$ cat config.mk
export PLATFORM = sky130hd
export DESIGN_NAME = morse_tone_keyer_unit
export DESIGN_NICKNAME = d
export VERILOG_FILES = /design/src/design/mtk_pkg.sv /design/src/design/mtk_in_stage.sv /design/src/design/mtk_keyer_core.sv /design/src/design/mtk_out_stage.sv /design/src/design/morse_tone_keyer_unit.sv
export SDC_FILE = /design/constraint.sdc
export NUM_CORES = 1
export LEC_CHECK = 0
export BUFFER_PORTS_ARGS = -buffer_cell sky130_fd_sc_hd__buf_2
export CORE_AREA = 4 4 123 125
export CTS_BUF_LIST = sky130_fd_sc_hd__clkbuf_16
export CTS_CLUSTER_SIZE = 10
export DETAILED_ROUTE_END_ITERATION = 6
export DIE_AREA = 0 0 127 129
export GPL_TIMING_DRIVEN = 0
export HOLD_SLACK_MARGIN = 0.03
export PLACE_DENSITY = 0.78
export REMOVE_ABC_BUFFERS = 1
export SLEW_MARGIN = 20
export SYNTH_ARGS = -nofsm -noshare
export SYNTH_HDL_FRONTEND = slang
export SYNTH_SLANG_ARGS = --single-unit
$ cat constraint.sdc
create_clock -name clk -period 5.95 [get_ports clk]
set_input_delay 0.2975 -clock clk [delete_from_list [all_inputs] [get_ports clk]]
set_output_delay 0.2975 -clock clk [all_outputs]
set_load 0.01 [all_outputs]
$ cat src/design/mtk_pkg.sv
`timescale 1ns / 1ps

package mtk_pkg;

    // Action codes carried by an input item
    localparam logic [1:0] ACT_TICK   = 2'd0;
    localparam logic [1:0] ACT_LOAD   = 2'd1;
    localparam logic [1:0] ACT_PHRASE = 2'd2;

    // Configuration register indexes
    localparam logic CFG_UNIT_TICKS    = 1'b0;
    localparam logic CFG_CARRIER_TICKS = 1'b1;

    // Character codes used by the lookup
    localparam logic [7:0] CH_SPACE = 8'h20;
    localparam logic [7:0] CH_ZERO  = 8'h30;
    localparam logic [7:0] CH_NINE  = 8'h39;
    localparam logic [7:0] CH_A     = 8'h41;
    localparam logic [7:0] CH_Z     = 8'h5A;
    localparam logic [7:0] LETTER_BASE = 8'd10;

    localparam int CODE_COUNT = 36;

    typedef struct packed {
        logic [1:0] action;
        logic [7:0] character;
    } in_t;

    typedef struct packed {
        logic buzzer;
        logic busy_res;
        logic rejected;
    } out_t;

    typedef struct packed {
        logic [15:0] unit_ticks;
        logic [7:0]  carrier_ticks;
    } cfg_t;

    // Result of a character lookup: element count and pattern (bit 0 first, 1 = dash)
    typedef struct packed {
        logic       hit;
        logic [2:0] count;
        logic [4:0] pattern;
    } code_t;

    // {count, pattern}: digits 0-9, then letters A-Z
    localparam logic [7:0] CODE_TABLE [0:CODE_COUNT-1] = '{
        {3'd5, 5'b11111}, {3'd5, 5'b11110}, {3'd5, 5'b11100}, {3'd5, 5'b11000},
        {3'd5, 5'b10000}, {3'd5, 5'b00000}, {3'd5, 5'b00001}, {3'd5, 5'b00011},
        {3'd5, 5'b00111}, {3'd5, 5'b01111},
        {3'd2, 5'b00010}, {3'd4, 5'b00001}, {3'd4, 5'b00101}, {3'd3, 5'b00001},
        {3'd1, 5'b00000}, {3'd4, 5'b00100}, {3'd3, 5'b00011}, {3'd4, 5'b00000},
        {3'd2, 5'b00000}, {3'd4, 5'b01110}, {3'd3, 5'b00101}, {3'd4, 5'b00010},
        {3'd2, 5'b00011}, {3'd2, 5'b00001}, {3'd3, 5'b00111}, {3'd4, 5'b00110},
        {3'd4, 5'b01011}, {3'd3, 5'b00010}, {3'd3, 5'b00000}, {3'd1, 5'b00001},
        {3'd3, 5'b00100}, {3'd4, 5'b01000}, {3'd3, 5'b00110}, {3'd4, 5'b01001},
        {3'd4, 5'b01101}, {3'd4, 5'b00011}
    };

    // Map a character to its Morse code; hit is low for codes outside the table
    function automatic code_t char_code(input logic [7:0] ch);
        code_t      c;
        logic [7:0] off;
        logic [7:0] entry;
        begin
            c     = '0;
            off   = '0;
            entry = '0;
            if (ch >= CH_ZERO && ch <= CH_NINE)
            begin
                off   = ch - CH_ZERO;
                c.hit = 1'b1;
            end
            else if (ch >= CH_A && ch <= CH_Z)
            begin
                off   = ch - CH_A + LETTER_BASE;
                c.hit = 1'b1;
            end
            if (c.hit)
            begin
                entry     = CODE_TABLE[off[5:0]];
                c.count   = entry[7:5];
                c.pattern = entry[4:0];
            end
            return c;
        end
    endfunction

endpackage

$ cat src/design/mtk_in_stage.sv
`timescale 1ns / 1ps

module mtk_in_stage (
    input  logic         clk,
    input  logic         rst_n,
    input  logic         item_valid,
    output logic         item_stall,
    input  mtk_pkg::in_t item,
    input  logic         room,
    output logic         hold_valid,
    output mtk_pkg::in_t hold
);
    import mtk_pkg::*;

    logic vld_reg;
    in_t  data_reg;
    logic take;
    logic drain;

    // Beat leaves when the result side has room; a new beat may enter the same cycle
    assign drain      = vld_reg & room;
    assign item_stall = vld_reg & ~room;
    assign take       = item_valid & ~item_stall;
    assign hold_valid = vld_reg;
    assign hold       = data_reg;

    always_ff @(posedge clk or negedge rst_n)
    begin
        if (!rst_n)
        begin
            vld_reg <= 1'b0;
        end
        else if (take)
        begin
            vld_reg <= 1'b1;
        end
        else if (drain)
        begin
            vld_reg <= 1'b0;
        end
    end

    always_ff @(posedge clk)
    begin
        if (take)
        begin
            data_reg <= item;
        end
    end

endmodule

$ cat src/design/mtk_keyer_core.sv
`timescale 1ns / 1ps

module mtk_keyer_core (
    input  logic          clk,
    input  logic          rst_n,
    input  logic          en,
    input  mtk_pkg::in_t  item,
    input  mtk_pkg::cfg_t cfg,
    output mtk_pkg::out_t res
);
    import mtk_pkg::*;

    localparam logic [2:0] SEG_IDLE     = 3'd0;
    localparam logic [2:0] SEG_DOT      = 3'd1;
    localparam logic [2:0] SEG_DASH     = 3'd2;
    localparam logic [2:0] SEG_ELEM_GAP = 3'd3;
    localparam logic [2:0] SEG_CHAR_GAP = 3'd4;
    localparam logic [2:0] SEG_WORD_GAP = 3'd5;

    logic [2:0]  seg_reg,     seg_next;
    logic [18:0] elapsed_reg, elapsed_next;
    logic [7:0]  carrier_reg, carrier_next;
    logic        phase_reg,   phase_next;
    logic [4:0]  pattern_reg, pattern_next;
    logic [2:0]  left_reg,    left_next;
    logic        pending_reg, pending_next;
    logic        buzzer_reg,  buzzer_next;

    logic [18:0] unit;
    logic [18:0] seg_len;
    logic [7:0]  period;
    logic [18:0] elapsed_inc;
    logic [7:0]  carrier_inc;
    logic        is_tone;
    logic        busy;
    logic        rej;
    logic        seg_end;
    logic        do_tone;
    logic        do_start;
    logic [2:0]  start_kind;
    code_t       code;

    // Segment length from the unit register; zero counts as one
    assign unit   = (cfg.unit_ticks == '0) ? 19'd1 : {3'b000, cfg.unit_ticks};
    assign period = (cfg.carrier_ticks == '0) ? 8'd1 : cfg.carrier_ticks;

    always_comb
    begin
        unique case (seg_reg) inside
            SEG_DASH, SEG_CHAR_GAP: seg_len = unit + {unit[17:0], 1'b0};
            SEG_WORD_GAP:           seg_len = {unit[15:0], 3'b000} - unit;
            default:                seg_len = unit;
        endcase
    end

    assign is_tone     = (seg_reg == SEG_DOT) || (seg_reg == SEG_DASH);
    assign busy        = seg_reg != SEG_IDLE;
    assign elapsed_inc = elapsed_reg + 19'd1;
    assign carrier_inc = carrier_reg + 8'd1;
    assign code        = char_code(item.character);

    // Next state for one item
    always_comb
    begin
        seg_next     = seg_reg;
        elapsed_next = elapsed_reg;
        carrier_next = carrier_reg;
        phase_next   = phase_reg;
        pattern_next = pattern_reg;
        left_next    = left_reg;
        pending_next = pending_reg;
        buzzer_next  = buzzer_reg;
        rej          = 1'b0;
        seg_end      = 1'b0;
        do_tone      = 1'b0;
        do_start     = 1'b0;
        start_kind   = SEG_IDLE;

        unique case (item.action)
            ACT_TICK:
            begin
                if (busy)
                begin
                    elapsed_next = elapsed_inc;
                    if (is_tone)
                    begin
                        if (carrier_inc >= period)
                        begin
                            carrier_next = '0;
                            if (elapsed_inc >= seg_len)
                            begin
                                buzzer_next = 1'b0;
                                seg_end     = 1'b1;
                            end
                            else
                            begin
                                buzzer_next = ~phase_reg;
                                phase_next  = ~phase_reg;
                            end
                        end
                        else
                        begin
                            carrier_next = carrier_inc;
                        end
                    end
                    else if (elapsed_inc >= seg_len)
                    begin
                        seg_end = 1'b1;
                    end
                end
            end
            ACT_LOAD:
            begin
                if (busy)
                begin
                    rej = 1'b1;
                end
                else if (item.character == CH_SPACE)
                begin
                    left_next    = '0;
                    pattern_next = '0;
                    pending_next = 1'b1;
                    do_start     = 1'b1;
                    start_kind   = SEG_WORD_GAP;
                end
                else if (code.hit)
                begin
                    pattern_next = code.pattern;
                    left_next    = code.count;
                    pending_next = 1'b1;
                    do_tone      = 1'b1;
                end
            end
            ACT_PHRASE:
            begin
                if (busy)
                begin
                    rej = 1'b1;
                end
                else
                begin
                    left_next    = '0;
                    pattern_next = '0;
                    pending_next = 1'b0;
                    do_start     = 1'b1;
                    start_kind   = SEG_WORD_GAP;
                end
            end
            default:
            begin
            end
        endcase

        // Segment sequencing at the end of a segment
        if (seg_end)
        begin
            if (is_tone)
            begin
                do_start   = 1'b1;
                start_kind = SEG_ELEM_GAP;
            end
            else if (left_reg != '0)
            begin
                do_tone = 1'b1;
            end
            else if (pending_reg)
            begin
                pending_next = 1'b0;
                do_start     = 1'b1;
                start_kind   = SEG_CHAR_GAP;
            end
            else
            begin
                do_start   = 1'b1;
                start_kind = SEG_IDLE;
            end
        end

        // Pop the next element
        if (do_tone)
        begin
            start_kind   = pattern_next[0] ? SEG_DASH : SEG_DOT;
            pattern_next = {1'b0, pattern_next[4:1]};
            left_next    = left_next - 3'd1;
            do_start     = 1'b1;
        end

        // Fresh segment: counters clear, buzzer off
        if (do_start)
        begin
            seg_next     = start_kind;
            elapsed_next = '0;
            carrier_next = '0;
            phase_next   = 1'b0;
            buzzer_next  = 1'b0;
        end
    end

    assign res.buzzer   = buzzer_next;
    assign res.busy_res = seg_next != SEG_IDLE;
    assign res.rejected = rej;

    always_ff @(posedge clk or negedge rst_n)
    begin
        if (!rst_n)
        begin
            seg_reg     <= SEG_IDLE;
            elapsed_reg <= '0;
            carrier_reg <= '0;
            phase_reg   <= 1'b0;
            pattern_reg <= '0;
            left_reg    <= '0;
            pending_reg <= 1'b0;
            buzzer_reg  <= 1'b0;
        end
        else if (en)
        begin
            seg_reg     <= seg_next;
            elapsed_reg <= elapsed_next;
            carrier_reg <= carrier_next;
            phase_reg   <= phase_next;
            pattern_reg <= pattern_next;
            left_reg    <= left_next;
            pending_reg <= pending_next;
            buzzer_reg  <= buzzer_next;
        end
    end

endmodule

$ cat src/design/mtk_out_stage.sv
`timescale 1ns / 1ps

module mtk_out_stage (
    input  logic          clk,
    input  logic          rst_n,
    input  logic          load,
    input  mtk_pkg::out_t res,
    output logic          room,
    output logic          result_valid,
    input  logic          result_stall,
    output mtk_pkg::out_t result
);
    import mtk_pkg::*;

    logic vld_reg;
    out_t data_reg;

    // Room when empty or when the held beat leaves this cycle
    assign room         = ~vld_reg | ~result_stall;
    assign result_valid = vld_reg;
    assign result       = data_reg;

    always_ff @(posedge clk or negedge rst_n)
    begin
        if (!rst_n)
        begin
            vld_reg <= 1'b0;
        end
        else if (room)
        begin
            vld_reg <= load;
        end
    end

    always_ff @(posedge clk)
    begin
        if (load)
        begin
            data_reg <= res;
        end
    end

endmodule

$ cat src/design/morse_tone_keyer_unit.sv
`timescale 1ns / 1ps

// Morse tone keyer. Each input beat is a tick, a character load (space, 0-9, A-Z)
// or an end-of-phrase, and each beat returns one result beat with the buzzer level,
// busy and a reject flag. Loads are taken only while idle; a load or end-of-phrase
// while busy is flagged as rejected. One beat is accepted every clock cycle unless the
// result side stalls; a beat is held in the input register, then passes through the
// keyer state update into the result register. Throughput is set by the keyer state
// update. Config registers (index 0 unit_ticks, 1 carrier_ticks) are always ready;
// write them only while no beat is in flight. A write takes effect at once, even in
// the middle of a character.
module morse_tone_keyer_unit (
    input  logic          clk,
    input  logic          rst_n,
    input  logic          item_valid,
    output logic          item_stall,
    input  mtk_pkg::in_t  item,
    output logic          result_valid,
    input  logic          result_stall,
    output mtk_pkg::out_t result,
    input  logic          cfg_valid,
    output logic          cfg_ready,
    input  logic          cfg_index,
    input  logic [15:0]   cfg_data
);
    import mtk_pkg::*;

    logic [15:0] unit_ticks_reg;
    logic [7:0]  carrier_ticks_reg;
    cfg_t        cfg;
    logic        room;
    logic        hold_valid;
    in_t         hold;
    logic        step;
    out_t        res;

    // Config registers
    assign cfg_ready = 1'b1;

    always_ff @(posedge clk or negedge rst_n)
    begin
        if (!rst_n)
        begin
            unit_ticks_reg    <= 16'd100;
            carrier_ticks_reg <= 8'd1;
        end
        else if (cfg_valid && cfg_ready)
        begin
            unique case (cfg_index)
                CFG_UNIT_TICKS:    unit_ticks_reg    <= cfg_data;
                CFG_CARRIER_TICKS: carrier_ticks_reg <= cfg_data[7:0];
                default:
                begin
                end
            endcase
        end
    end

    assign cfg.unit_ticks    = unit_ticks_reg;
    assign cfg.carrier_ticks = carrier_ticks_reg;

    // Item moves from input register through the core into the result register
    assign step = hold_valid & room;

    mtk_in_stage u_in (
        .clk        (clk),
        .rst_n      (rst_n),
        .item_valid (item_valid),
        .item_stall (item_stall),
        .item       (item),
        .room       (room),
        .hold_valid (hold_valid),
        .hold       (hold)
    );

    mtk_keyer_core u_core (
        .clk   (clk),
        .rst_n (rst_n),
        .en    (step),
        .item  (hold),
        .cfg   (cfg),
        .res   (res)
    );

    mtk_out_stage u_out (
        .clk          (clk),
        .rst_n        (rst_n),
        .load         (step),
        .res          (res),
        .room         (room),
        .result_valid (result_valid),
        .result_stall (result_stall),
        .result       (result)
    );

endmodule

Word-level counts from Yosys, hierarchy flattened
Memory sizes are Yosys's and may differ from the RTL's.
Cells that the tools add are included.
{"block": "classes", "add_sub_neg": 8, "magnitude_cmp": 7, "eq_ne": 8, "n_mux": 84, "n_bitwise": 11, "reduce_logical": 21}
{"cell": "$mux 8", "count": 8}
{"cell": "$mux 19", "count": 3}
{"cell": "$mux 1", "count": 44}
{"cell": "$mux 3", "count": 14}
{"cell": "$pmux 19 s2", "count": 1}
{"cell": "$mux 5", "count": 5}
{"cell": "$add 19x1->19 const B", "count": 1}
{"cell": "$add 19x19->19", "count": 1}
{"cell": "$ge 19x19->1", "count": 1}
{"cell": "$sub 19x19->19", "count": 1}
{"cell": "$logic_not 16->1", "count": 1}
{"cell": "$mux 16", "count": 1}
{"cell": "$mux 6", "count": 2}
{"cell": "$pmux 3 s2", "count": 2}
{"cell": "$pmux 5 s2", "count": 1}
{"cell": "$reduce_bool 2->1", "count": 5}
{"cell": "$reduce_bool 3->1", "count": 3}
{"cell": "$add 8x1->8 const B", "count": 1}
{"cell": "$eq 8x6->1 const B", "count": 1}
{"cell": "$ge 8x6->1 const B", "count": 1}
{"cell": "$ge 8x7->1 const B", "count": 1}
{"cell": "$ge 8x8->1", "count": 1}
{"cell": "$le 8x6->1 const B", "count": 1}
{"cell": "$le 8x7->1 const B", "count": 1}
{"cell": "other kinds (26)", "count": 38}
{"block": "totals", "ff_bits": 80, "mem_bits_ro": 512, "mem_count": 1}
{"name": "(name not given)", "depth": 64, "width": 8, "rd": 1, "rd_ports_with_merged_regs": 0, "write_ports": 0, "line_no": "mtk_pkg.sv:82", "text": "entry = CODE_TABLE[off[5:0]];"}

Depth between registers and ports, before layout
Gate-level depths: netlist of run 1.
{"block": "logic_depth", "depth_word": 16, "mapped_depth": 28, "ltp_nobuf": 26}

Cells and area by module
From an unflattened synthesis of run 1, not the netlist that was laid out.
{"block": "hier_totals", "cells_unflattened": 900, "hier_area_um2": 7668.6}
{"module": "mtk_keyer_core", "instances": 1, "cells_each": 824, "area_each_um2": 6217.2, "seq_area_each_um2": 1026.0}
{"module": "morse_tone_keyer_unit", "instances": 1, "cells_each": 55, "area_each_um2": 967.2, "seq_area_each_um2": 605.6}
{"module": "mtk_in_stage", "instances": 1, "cells_each": 15, "area_each_um2": 357.8, "seq_area_each_um2": 325.3}
{"module": "mtk_out_stage", "instances": 1, "cells_each": 6, "area_each_um2": 126.4, "seq_area_each_um2": 115.1}

Worst setup path after synthesis of run 1
OpenSTA, ideal clock, no wires.
{"block": "synth_timing", "path_type": "flip-flop to flip-flop", "startpoint": "register unit_ticks_reg[6]", "endpoint": "register u_out.data_reg (netlist bit u_out.result[1]) (data pin)", "setup_ns": 0.273, "t_arrival_ns": 5.112, "setup_slack_ns": 0.565, "path_stages_with_launch": 25, "period_less_slack_ns": 5.385, "path_cell_list": "dfstp_2 inv_1 ha_1 and4b_1 nand3b_1 clkbuf_1 nand2_1 inv_1 ha_1 a21o_1 a21oi_1 nand2b_1 a22o_1 a41oi_1 a211oi_1 a21oi_1 nand4_1 and3_1 ha_1 a2111oi_0 a31oi_1 a21oi_1 o32ai_2 nor3_1 o211ai_1"}
{"element": "start: declaration", "line_no": "morse_tone_keyer_unit.sv:28", "text": "logic [15:0] unit_ticks_reg;"}
{"element": "start signal: assignment", "line_no": "morse_tone_keyer_unit.sv:50", "text": "CFG_UNIT_TICKS: unit_ticks_reg <= cfg_data;"}
{"element": "end signal: assignment", "line_no": "mtk_out_stage.sv:39", "text": "data_reg <= res;"}
{"element": "end: declaration", "line_no": "mtk_out_stage.sv:16", "text": "out_t data_reg;"}

Worst setup path in the final report of run 1
{"block": "layout_timing", "startpoint": "register unit_ticks_reg[5]", "endpoint": "register u_core.seg_reg[1]"}
{"block": "layout_via", "elab_chain_cells": 13, "elab_cells_between_ends": 17}
{"element": "$logic_not 16->1", "line_no": "mtk_keyer_core.sv:44", "text": "assign unit = (cfg.unit_ticks == '0) ? 19'd1 : {3'b000, cfg.unit_ticks};"}
{"element": "$mux 16 (*)", "line_no": "mtk_keyer_core.sv:44"}
{"element": "$sub 19x19->19 / $add 19x19->19 (equally long branches)", "line_no": "mtk_keyer_core.sv:51, mtk_keyer_core.sv:50"}
{"element": "$pmux 19 s2 (*)", "line_no": "mtk_keyer_core.sv:49", "text": "unique case (seg_reg) inside"}
{"element": "$ge 19x19->1 (*)", "line_no": "mtk_keyer_core.sv:90, mtk_keyer_core.sv:106"}
{"element": "$mux 1 (*)", "line_no": "mtk_keyer_core.sv:90, mtk_keyer_core.sv:106"}
{"element": "$mux 1", "line_no": "mtk_keyer_core.sv:87", "text": "if (carrier_inc >= period)"}
{"element": "$mux 1 (*)", "line_no": "mtk_keyer_core.sv:85", "text": "if (is_tone)"}
{"element": "$mux 1 (*)", "line_no": "mtk_keyer_core.sv:82", "text": "if (busy)"}
{"element": "$mux 1 (*)", "line_no": "mtk_keyer_core.sv:79", "text": "unique case (item.action)"}
{"element": "$mux 3 / $mux 1 (equally long branches)", "line_no": "mtk_keyer_core.sv:155", "text": "if (seg_end)"}
{"element": "$mux 3 / $mux 1 (equally long branches)", "line_no": "mtk_keyer_core.sv:180", "text": "if (do_tone)"}
{"element": "$mux 3 (*)", "line_no": "mtk_keyer_core.sv:189", "text": "if (do_start)"}
{"element": "end signal: assignment", "line_no": "mtk_keyer_core.sv:218", "text": "seg_reg <= seg_next;"}
{"element": "end: declaration", "line_no": "mtk_keyer_core.sv:20", "text": "logic [2:0] seg_reg, seg_next;"}
Every way passes the cells marked *; elsewhere a longest branch is shown, timed or not.
A chain may end at the register's enable or synchronous reset.

==> impl_results.md, run 1 <==
* HP Class: in -> reg
* Req. time, crit path at 6.18 ns
* CTS root buf: clkbuf_16
* Grt ovf at 0
* Final Skew at 0.00917 ns
* Number of enable flip-flop cells after synthesis at 13
* Antenna-violating nets left at 0
* Final core occ at 60.7%
* Hold path depth at 1
* Layout Area Growth over Synthesis at 10.0%
* Highest clock rate at 176 MHz
* TritonCTS Buffers at 9
* Sequential power share at 28.2%
* Top post-synthesis cells by count: nand2_1, ha_1, o21ai_0, dfrtp_1, inv_1
* Slew @ Worst Pin at 1.03 ns
* Met1 wire length at 8.70 mm
* Final Wtd Congestion at 0.870
* Worst hold slack at 0.120 ns
* Most frequent CP cell: ha_1
* Synth Warn # at 0
* Main synth FF type: dfrtp_1
* DRC at 0
* CP arrival at 5.91 ns
* Post-Syn Area at 0.00765 sq mm
* Post-Route WL at 18.6 mm
* Layout cells sized above 1 at 12.3%
* Finished Cell Area at 0.00842 sq mm
* Seq cells post-synth at 80
* Minimum clock period at 5.68 ns
* Int Pwr at 1.48 mW
* Die X at 127 um
* H-Tree Depth at 3
* Setup slack after layout at 0.275 ns
* WL met2 at 8.42 mm
* Clock sinks at 80
* Max VDD drop at 236 uV
* Asr flop ratio synth at 83.8%
* Sequential share of the synthesized area at 27.1%
* Logic pwr share at 50.9%
* Setup-failing EPs final at 0
* Highest metal used: met4
* Setup WS pre-CTS at -0.753 ns
* Final hold vios at 0
* Final #Nets at 1070
* Dominant cell type by area after synthesis: dfrtp_1
* Routed len/inst at 16.4 um
* RSZ-0062 raised after global routing: true
* Final Cycle Share at 95.4%
* Slew HR at 31.3%
* Initial antenna violation count at 0
* Leakage at 3.93 nW
* Vias per cell at 6.13
* Vias in the first global route at 6269
* Yosys cell types at 84
* Setup TNS at 0 ns
* Worst-path clk slew at 0.07 ns
* Status: complete, no violations
* First-pass GRT wire length at 30.5 mm
* Row Count at 43
* Starting Density at 55.1%
* # IOs at 38
* Met3 WL post-DR at 1.20 mm
* Critical path launch point type: flip-flop
* Post-synth top area share at 20.6%
* Ant diodes at 0
* Die H at 129 um
* Sw frac at 43.9%
* DP Wirelength at 13.7 mm
* Max Slew Vio Count at 0
* Critical Path Max Stage Delay at 0.57 ns
* Slowest cell on crit path: dfstp_2
* TritonRoute pass-1 iters at 6
* Setup CP Type: reg -> reg
* Mean Syn Cell Area at 8.29 sq um
* Pin count of the biggest net entering global routing at 51
* GRT Total Usage at 22.5%
* Core area at 0.0139 sq mm
* Reg2Reg Depth at 25
* Critical-path maximum fanout at 10
* DRT iter0 DRCs at 767
* Pwr Density at 314 mW/mm^2
* MaxCap Viol Count at 0
* Ranking of synthesized cells by area: dfrtp_1, ha_1, nand2_1
* Crit. End Element: flip-flop
* CTS Buffer Depth at 2
* Switch Pwr at 1.16 mW
* Clk_lat worst skew at 0.35 ns
* IO buf count at 36
* Most common cell in the synthesized netlist: nand2_1
* Clk pwr share at 20.9%
* Max FFs per register at 19
* DR vias at 6950
* CTS tree: yes
* Post-Synthesis Cells at 923
* Placement Cell Area at 0.00794 sq mm
* Die area at 0.0164 sq mm
## what timing repair did
item | 4_1_cts | 5_1_grt
endpoints found under the setup margin | 43 | 33
pin swaps | 0 | 3
setup buffers | 2 | 7
hold buffers | 1 | 0
endpoints found under the hold margin | 15 | 0
resized for setup | 8 | 12
gates cloned | 0 | 1
## power by group through the flow
| stage | clock network (mW) | logic (mW) | registers, mW |
|---|---|---|---|
| 6_report | 0.554 | 1.35 | 0.745 |
| 3_3_place_gp | 0 | 1.26 | 0.748 |
| 3_5_place_dp | 0 | 1.28 | 0.749 |
| 4_1_cts | 0.563 | 1.30 | 0.740 |
| 2_1_floorplan | 0 | 0.979 | 0.718 |
| 5_1_grt | 0.589 | 1.50 | 0.756 |
## cell type report
type | instances | area, sq um
tap | 180 | 225
fill | 1214 | 5460
sequential | 80 | 2070
multi-input combinational | 745 | 5280
inverter | 64 | 240
timing repair buffer | 48 | 315
clock buffer | 9 | 225
clock inverter | 7 | 67.6
## cells in the final DEF (no fill, tap or decap), types with 11 or more instances in the layout
cell type,n
a21o_1,23
a21oi_1,55
and3_1,11
buf_2,35
dfrtp_1,63
edfxtp_1,13
ha_1,89
inv_1,63
nand2_1,112
nand2b_1,14
nand3_1,31
nor2_1,57
nor3_1,17
o21ai_0,68
xnor2_1,27
xor2_1,22
## through the flow
stage,power (mW),cells
after global placement,2.01,1104
after CTS,2.61,1125
final,2.65,1133
after floorplan,1.70,888
after global routing,2.84,1133
after detailed placement,2.03,1106
## metal layers
metal	track usage [%]	up-vias
met1	32.3	3248
met3	4.86	28
met4	5.49	0
li1	-	3421
met2	34.7	253
met5	0	-
## cells by family (layout without fill, tap and decap cells)
kind of cell	count (synthesis)	after routing	synth area share, %
and+or+nand+nor	305	305	19.9
AOI/OAI and AO/OA	284	285	25.0
buffers and inverters	99	128	5.31
adders and majority gates	90	90	14.8
DFF	80	80	27.1
xor gates and xnor gates	49	49	5.61
muxes	15	15	2.19
other	1	1	0.0490
## worst max-delay path, delay by kind of cell, from the launching register on
family	cells	cell delay, ns
DFF	1	0.57
buffers and inverters	2	0.12
xor gates and xnor gates	1	0.16
and+or+nand+nor	8	1.43
AOI/OAI and AO/OA	11	2.40
adders and majority gates	3	0.87
## path summary, 6_finish.rpt
kind	start	to	slack (ns)
setup / recovery	unit_ticks_reg[5]	u_core.seg_reg[1]	0.27
hold / removal	item[3]	u_in.hold[3]	0.12
setup reg to reg	unit_ticks_reg[5]	u_core.seg_reg[1]	0.27
hold reg to reg	u_core.buzzer_reg	u_core.buzzer_reg	0.48
max in group asynchronous	rst_n	carrier_ticks_reg[0]	4.98
min in group asynchronous	rst_n	unit_ticks_reg[7]	0.37
Power figures use the tool's default switching activity.
==> run 2: changes to the inputs <==
--- a/config.mk
+++ b/config.mk
@@ -13,7 +13,7 @@
 export DIE_AREA = 0 0 127 129
 export GPL_TIMING_DRIVEN = 0
 export HOLD_SLACK_MARGIN = 0.03
-export PLACE_DENSITY = 0.78
+export PLACE_DENSITY_LB_ADDON = 0.12
 export REMOVE_ABC_BUFFERS = 1
 export SLEW_MARGIN = 20
 export SYNTH_ARGS = -nofsm -noshare
==> run 2 against run 1 <==
Global-route usage up 1.2 points. Maximum frequency up 1.4%. Clock-buffer cell count unchanged. Final cell count up 0.44%. Utilization up 0.54 points.
==> impl_results.md, run 2 (synthesis gave the netlist of run 1 again) <==
* Crit. End Element: flip-flop
* GRT Total Usage at 23.7%
* Setup WS pre-CTS at -0.937 ns
* Antenna-violating nets left at 0
* Hold path depth at 1
* Vias per cell at 6.09
* Die H at 129 um
* Worst-path clk slew at 0.07 ns
* Core area at 0.0139 sq mm
* Final hold vios at 0
* First-pass GRT wire length at 31.9 mm
* Req. time, crit path at 6.20 ns
* DR vias at 6931
* Layout Area Growth over Synthesis at 11.0%
* Filler cell count at 1290
* Status: complete, no violations
* Slowest cell on crit path: dfstp_2
* Worst r2r dst: u_core.elapsed_reg[0]
* RSZ-0062 raised after global routing: false
* Hold EP: u_in.hold[1]
* IO buf count at 36
* Critical path launch point type: flip-flop
* # IOs at 38
* Most frequent CP cell: ha_1
* Buf/Inv on CP at 3
* Ant diodes at 0
* Max Slew Vio Count at 0
* Final Cycle Share at 94.1%
* Pwr Density at 317 mW/mm^2
* Final core occ at 61.2%
* Commonest cells after routing, fill and taps aside: nand2_1, ha_1, o21ai_0
* Leakage at 3.95 nW
* Final Wtd Congestion at 0.870
* Setup CP Type: reg -> reg
* TritonRoute pass-1 iters at 5
* Die area at 0.0164 sq mm
* Critical-path maximum fanout at 5
* Max VDD drop at 186 uV
* DRC at 0
* TritonCTS Buffers at 9
* CTS Buffer Depth at 2
* Slew HR at 31.9%
* FF-to-FF setup slack at 0.35 ns
* Placement Cell Area at 0.00794 sq mm
* Layout cells sized above 1 at 13.0%
* Clock sinks at 80
* Final Skew at 0.00843 ns
* Reg2Reg Launch Point: unit_ticks_reg[2]
* Vias in the first global route at 6677
* CP arrival at 5.85 ns
* Post-Route WL at 19.2 mm
* Most common cell after layout, fill and taps aside: nand2_1
* Setup TNS at 0 ns
* Pin count of the biggest net entering global routing at 54
* Setup slack after layout at 0.352 ns
* Row Count at 43
* Routed len/inst at 16.9 um
* Highest clock rate at 179 MHz
* Levels on crit path at 24
* Worst-path cell chain: inv_1, ha_1, and4b_1, nand3b_1, buf_4, and2_4, inv_1, ha_1, a21o_1, a21oi_2, nand2b_1, a22o_1, a41oi_2, a211oi_1, a21oi_1, nand4_1, and3_1, ha_1, a2111oi_4, a31oi_4, a21o_2, a21oi_2, nand2_1, o21ai_0
* Worst hold slack at 0.118 ns
* MaxCap Viol Count at 0
* Max FFs per register at 19
* H-Tree Depth at 3
* Starting Density at 55.1%
* Hold Crit Start: item[1]
* Final #Nets at 1075
* Reg2Reg Depth at 24
* Initial antenna violation count at 0
* Setup-failing EPs final at 0
* Slew @ Worst Pin at 1.02 ns
* Clk_lat worst skew at 0.35 ns
* DRT iter0 DRCs at 416
* Die X at 127 um
* CTS tree: yes
* Grt ovf at 0
* DP Wirelength at 14.2 mm
* Minimum clock period at 5.60 ns
* CP delay by family, top: compound AO/OA/AOI/OAI gates
* Finished Cell Area at 0.00850 sq mm
* HP Class: in -> reg
* CTS root buf: clkbuf_16
* Critical Path Max Stage Delay at 0.57 ns
[run 2: area by class of cell]
| class | count | area (sq um) | share of cell area, % |
|---|---|---|---|
| multi-input cells | 745 | 5310 | 62.5 |
| clock inverters | 7 | 83.8 | 0.987 |
| well taps | 180 | 225 | 2.65 |
| clock buffers | 9 | 225 | 2.65 |
| inverters | 64 | 240 | 2.83 |
| repair buffers | 53 | 344 | 4.05 |
| flip-flops and latches | 80 | 2070 | 24.4 |
[run 2: worst max-delay path by stage]
| stage | startpoint | end | slack, ns |
|---|---|---|---|
| after floorplan | unit_ticks_reg[6] | u_core.seg_reg[1] | 0.52 |
| after global placement | unit_ticks_reg[2] | u_out.result[1] | -0.93 |
| after detailed placement | unit_ticks_reg[2] | u_out.result[1] | -0.94 |
| after CTS | unit_ticks_reg[2] | u_core.carrier_reg[0] | 0.01 |
| after global routing | unit_ticks_reg[15] | u_out.result[1] | 0.06 |
| final | unit_ticks_reg[2] | u_core.elapsed_reg[0] | 0.35 |
[run 2: timing repair]
action	CTS	global route
resized for setup	7	21
buffers inserted	2	12
endpoints found under the hold margin	14	0
gates cloned	0	1
hold buffers	1	0
pin swaps	0	12
setup endpoints to repair	43	43
[run 2: per-stage QoR]
stage	std cells	power, mW
2_1_floorplan	888	1.70
3_3_place_gp	1104	2.02
3_5_place_dp	1106	2.04
4_1_cts	1125	2.65
5_1_grt	1138	2.92
6_report	1138	2.69
[run 2: power by group]
group | internal, mW | total (mW) | switching [mW]
combinational | 0.561 | 1.37 | 0.806
clock | 0.333 | 0.584 | 0.251
sequential | 0.639 | 0.738 | 0.0986
[run 2: metal layers]
metal,vias up,share of wire [%],track usage (%)
li1,3435,-,-
met1,3313,45,30.1
met2,157,50,40.8
met3,26,3.8,3.99
met4,0,1.9,8.26
met5,-,0,0
==> run 3: changes to the inputs <==
--- a/config.mk
+++ b/config.mk
@@ -6,11 +6,11 @@
 export NUM_CORES = 1
 export LEC_CHECK = 0
 export BUFFER_PORTS_ARGS = -buffer_cell sky130_fd_sc_hd__buf_2
-export CORE_AREA = 4 4 123 125
+export CORE_AREA = 4 4 124 126
 export CTS_BUF_LIST = sky130_fd_sc_hd__clkbuf_16
 export CTS_CLUSTER_SIZE = 10
 export DETAILED_ROUTE_END_ITERATION = 6
-export DIE_AREA = 0 0 127 129
+export DIE_AREA = 0 0 128 130
 export GPL_TIMING_DRIVEN = 0
 export HOLD_SLACK_MARGIN = 0.03
 export PLACE_DENSITY_LB_ADDON = 0.12
@@ -18,4 +18,5 @@
 export SLEW_MARGIN = 20
 export SYNTH_ARGS = -nofsm -noshare
 export SYNTH_HDL_FRONTEND = slang
+export SYNTH_HIERARCHICAL = 1
 export SYNTH_SLANG_ARGS = --single-unit
==> run 3 against run 2 <==
Non-clock buffer count down 3. Sequential cell count unchanged. Largest cell class unchanged. Highest routed layer unchanged. Worst hold slack better by 0.0093 ns. Total power up 3.1%.
==> impl_results.md, run 3 <==
* Status: complete, no violations
* Row Count at 44
* DRC at 0
* Max FFs per register at 19
* Seq cells post-synth at 80
* HP Class: in -> reg
* IO buf count at 36
* Die area at 0.0166 sq mm
* H-Tree Depth at 3
* Layout cells sized above 1 at 15.6%
* Minimum clock period at 5.73 ns
* TritonCTS Buffers at 9
* Most frequent CP cell: a21o_1
* MaxCap Viol Count at 0
* Core area at 0.0143 sq mm
* Starting Density at 53.6%
* Vias in the first global route at 6441
* Setup CP Type: reg -> reg
* Critical path launch point type: flip-flop
* Die H at 130 um
* Worst r2r dst: u_core/elapsed_reg[18]
* Dominant cell type by area after synthesis: dfrtp_1
* Top post-synthesis cells by count: nand2_1, ha_1, inv_1, dfrtp_1, a21oi_1
* Ranking of synthesized cells by area: dfrtp_1, ha_1, edfxtp_1
* DR vias at 6913
* Crit. End Element: flip-flop
* Final Wtd Congestion at 0.875
* Finished Cell Area at 0.00849 sq mm
* Critical Path Max Stage Delay at 0.60 ns
* Asr flop ratio synth at 83.8%
* Reg2Reg Launch Point: unit_ticks_reg[2]
* Post-Syn Area at 0.00767 sq mm
* Grt ovf at 0
* Vias per cell at 6.19
* Final Cycle Share at 96.2%
* Slew HR at 32.2%
* Max VDD drop at 175 uV
* Routed len/inst at 17.5 um
* Synth Warn # at 6
* DP Wirelength at 15.0 mm
* CTS tree: yes
* Pwr Density at 326 mW/mm^2
* First-pass GRT wire length at 32.0 mm
* Commonest cells after routing, fill and taps aside: nand2_1, ha_1, inv_1
* DRT iter0 DRCs at 611
* Setup-failing EPs final at 0
* CTS root buf: clkbuf_16
* Worst-path clk slew at 0.06 ns
* Max Slew Vio Count at 0
* Finished Layout Cells at 1117
* Clock sinks at 80
* Critical-path maximum fanout at 13
* Leakage at 3.96 nW
* TritonRoute pass-1 iters at 5
* Placed Cells at 1089
* # IOs at 38
* Post-Route WL at 19.5 mm
* CP arrival at 5.99 ns
* Final #Nets at 1047
* Placement Cell Area at 0.00797 sq mm
* Yosys cell types at 84
* Worst setup path startpoint: unit_ticks_reg[2]
* Main synth FF type: dfrtp_1
* Crit path to: u_core/elapsed_reg[18]
* Slew @ Worst Pin at 1.01 ns
* Final Skew at 0.00612 ns
* FF-to-FF setup slack at 0.22 ns
* Most common cell in the synthesized netlist: nand2_1
* Initial antenna violation count at 0
* Most common cell after layout, fill and taps aside: nand2_1
* Clk_lat worst skew at 0.34 ns
* Number of enable flip-flop cells after synthesis at 13
* Req. time, crit path at 6.21 ns
* Slowest cell on crit path: dfstp_2
* CTS Buffer Depth at 2
* Pin count of the biggest net entering global routing at 51
* Worst-path cell chain: inv_1, ha_1, and4b_2, nand3_4, nand2_1, ha_2, a21oi_1, nand2_1, o31a_1, o211ai_1, nand3b_1, xor2_1, a222oi_1, ha_1, a21o_1, a21o_1, a21o_1, a211o_1, o21ai_4, buf_12, a211oi_4, or2_4, buf_4, o21ai_0
* Die X at 128 um
* Sequential share of the synthesized area at 27.0%
* Final hold vios at 0
* Mean Syn Cell Area at 8.52 sq um
* Highest clock rate at 175 MHz
* Reg2Reg Depth at 24
* Final core occ at 59.3%
* GRT Total Usage at 23.5%
* Antenna-violating nets left at 0
* Post-Synthesis Cells at 900
* Ant diodes at 0
* Layout Area Growth over Synthesis at 10.7%
* Post-synth top area share at 20.6%
-- run 3: changes by cell type after synthesis, moves of 6 or more --
cell | before | now
o21ai_0 | 68 | 48
a21o_1 | 25 | 13
nand2_1 | 112 | 100
mux2_2 | 10 | 21
mux2_4 | 1 | 11
and3_1 | 11 | 20
a22o_1 | 9 | 1
nor2_1 | 57 | 49
a31oi_1 | 7 | 14
nor4_1 | 3 | 9
-- run 3: logic make-up (layout without fill, tap and decap cells) --
group                      count (synthesis)  count (layout)  share of synthesized area [%]
buffers and inverters                     98             130                           5.38
DFF                                       80              80                           27.0
other                                      1               1                         0.0489
AOI/OAI and AO/OA                        253             254                           22.4
and+or+nand+nor                          290             290                           18.8
adders and majority gates                 87              87                           14.3
muxes                                     39              39                           6.15
xor gates and xnor gates                  52              52                           5.94
-- run 3: worst min-delay path by stage --
stage                       startpoint                     to  depth (start not counted)
floorplan                        rst_n   carrier_ticks_reg[1]                          0
global placement    u_core/pending_reg     u_core/pending_reg                          2
detailed placement               rst_n  u_core/pattern_reg[1]                          1
CTS                            item[5]           u_in/hold[5]                          1
global route                   item[9]           u_in/hold[9]                          1
finish                         item[0]           u_in/hold[0]                          1
-- run 3: cell type report --
type                    instances  area [sq um]
fillers                      1292          5820
repair buffers                 50           334
well taps                     184           230
clock buffers                   9           225
multi-input cells             723          5340
flip-flops and latches         80          2070
inverters                      64           240
clock inverters                 7          53.8
-- run 3: power by group --
part	leakage [nW]	internal, mW	switching, mW
Combinational	2.86	0.619	0.878
Clock	0.137	0.287	0.240
Sequential	0.967	0.640	0.107
Total	3.96	1.55	1.23
-- run 3: worst max-delay path: cells and delay by family, from the launching register on --
kind / cells / cell delay (ns)
buffers and inverters: 3 / 0.38
flip-flops: 1 / 0.60
XOR/XNOR: 1 / 0.16
AND/OR/NAND/NOR: 6 / 1.21
AO/OA/AOI/OAI: 11 / 2.41
adder cells (fa/ha/maj): 3 / 0.85
-- run 3: routing by layer --
| metal | share of wire, % | up-vias | GRT usage [%] |
|---|---|---|---|
| met4 | 1.0 | 0 | 6.30 |
| met3 | 4.5 | 17 | 2.99 |
| li1 | - | 3336 | - |
| met5 | 0 | - | 0 |
| met2 | 45 | 181 | 35.5 |
| met1 | 50 | 3379 | 35.5 |
-- run 3: repair_timing --
item | 4_1_cts | 5_1_grt
setup buffers | 0 | 10
hold buffers | 1 | 0
endpoints found under the hold margin | 17 | 0
gates cloned | 0 | 1
gates resized for setup | 11 | 18
pin swaps | 0 | 10
endpoints found under the setup margin | 42 | 42
-- run 3: stage by stage --
step | hold slack, ns | setup TNS, ns | total power [mW] | worst slack, ns
2_1_floorplan | 0.00191 | 0 | 1.77 | 0.454
3_3_place_gp | 0.472 | -20.57 | 2.10 | -1.00
3_5_place_dp | 0.201 | -22.53 | 2.15 | -1.06
4_1_cts | 0.112 | 0 | 2.71 | 0.0557
5_1_grt | 0.115 | -0.0248 | 2.99 | -0.0248
6_report | 0.127 | 0 | 2.77 | 0.224
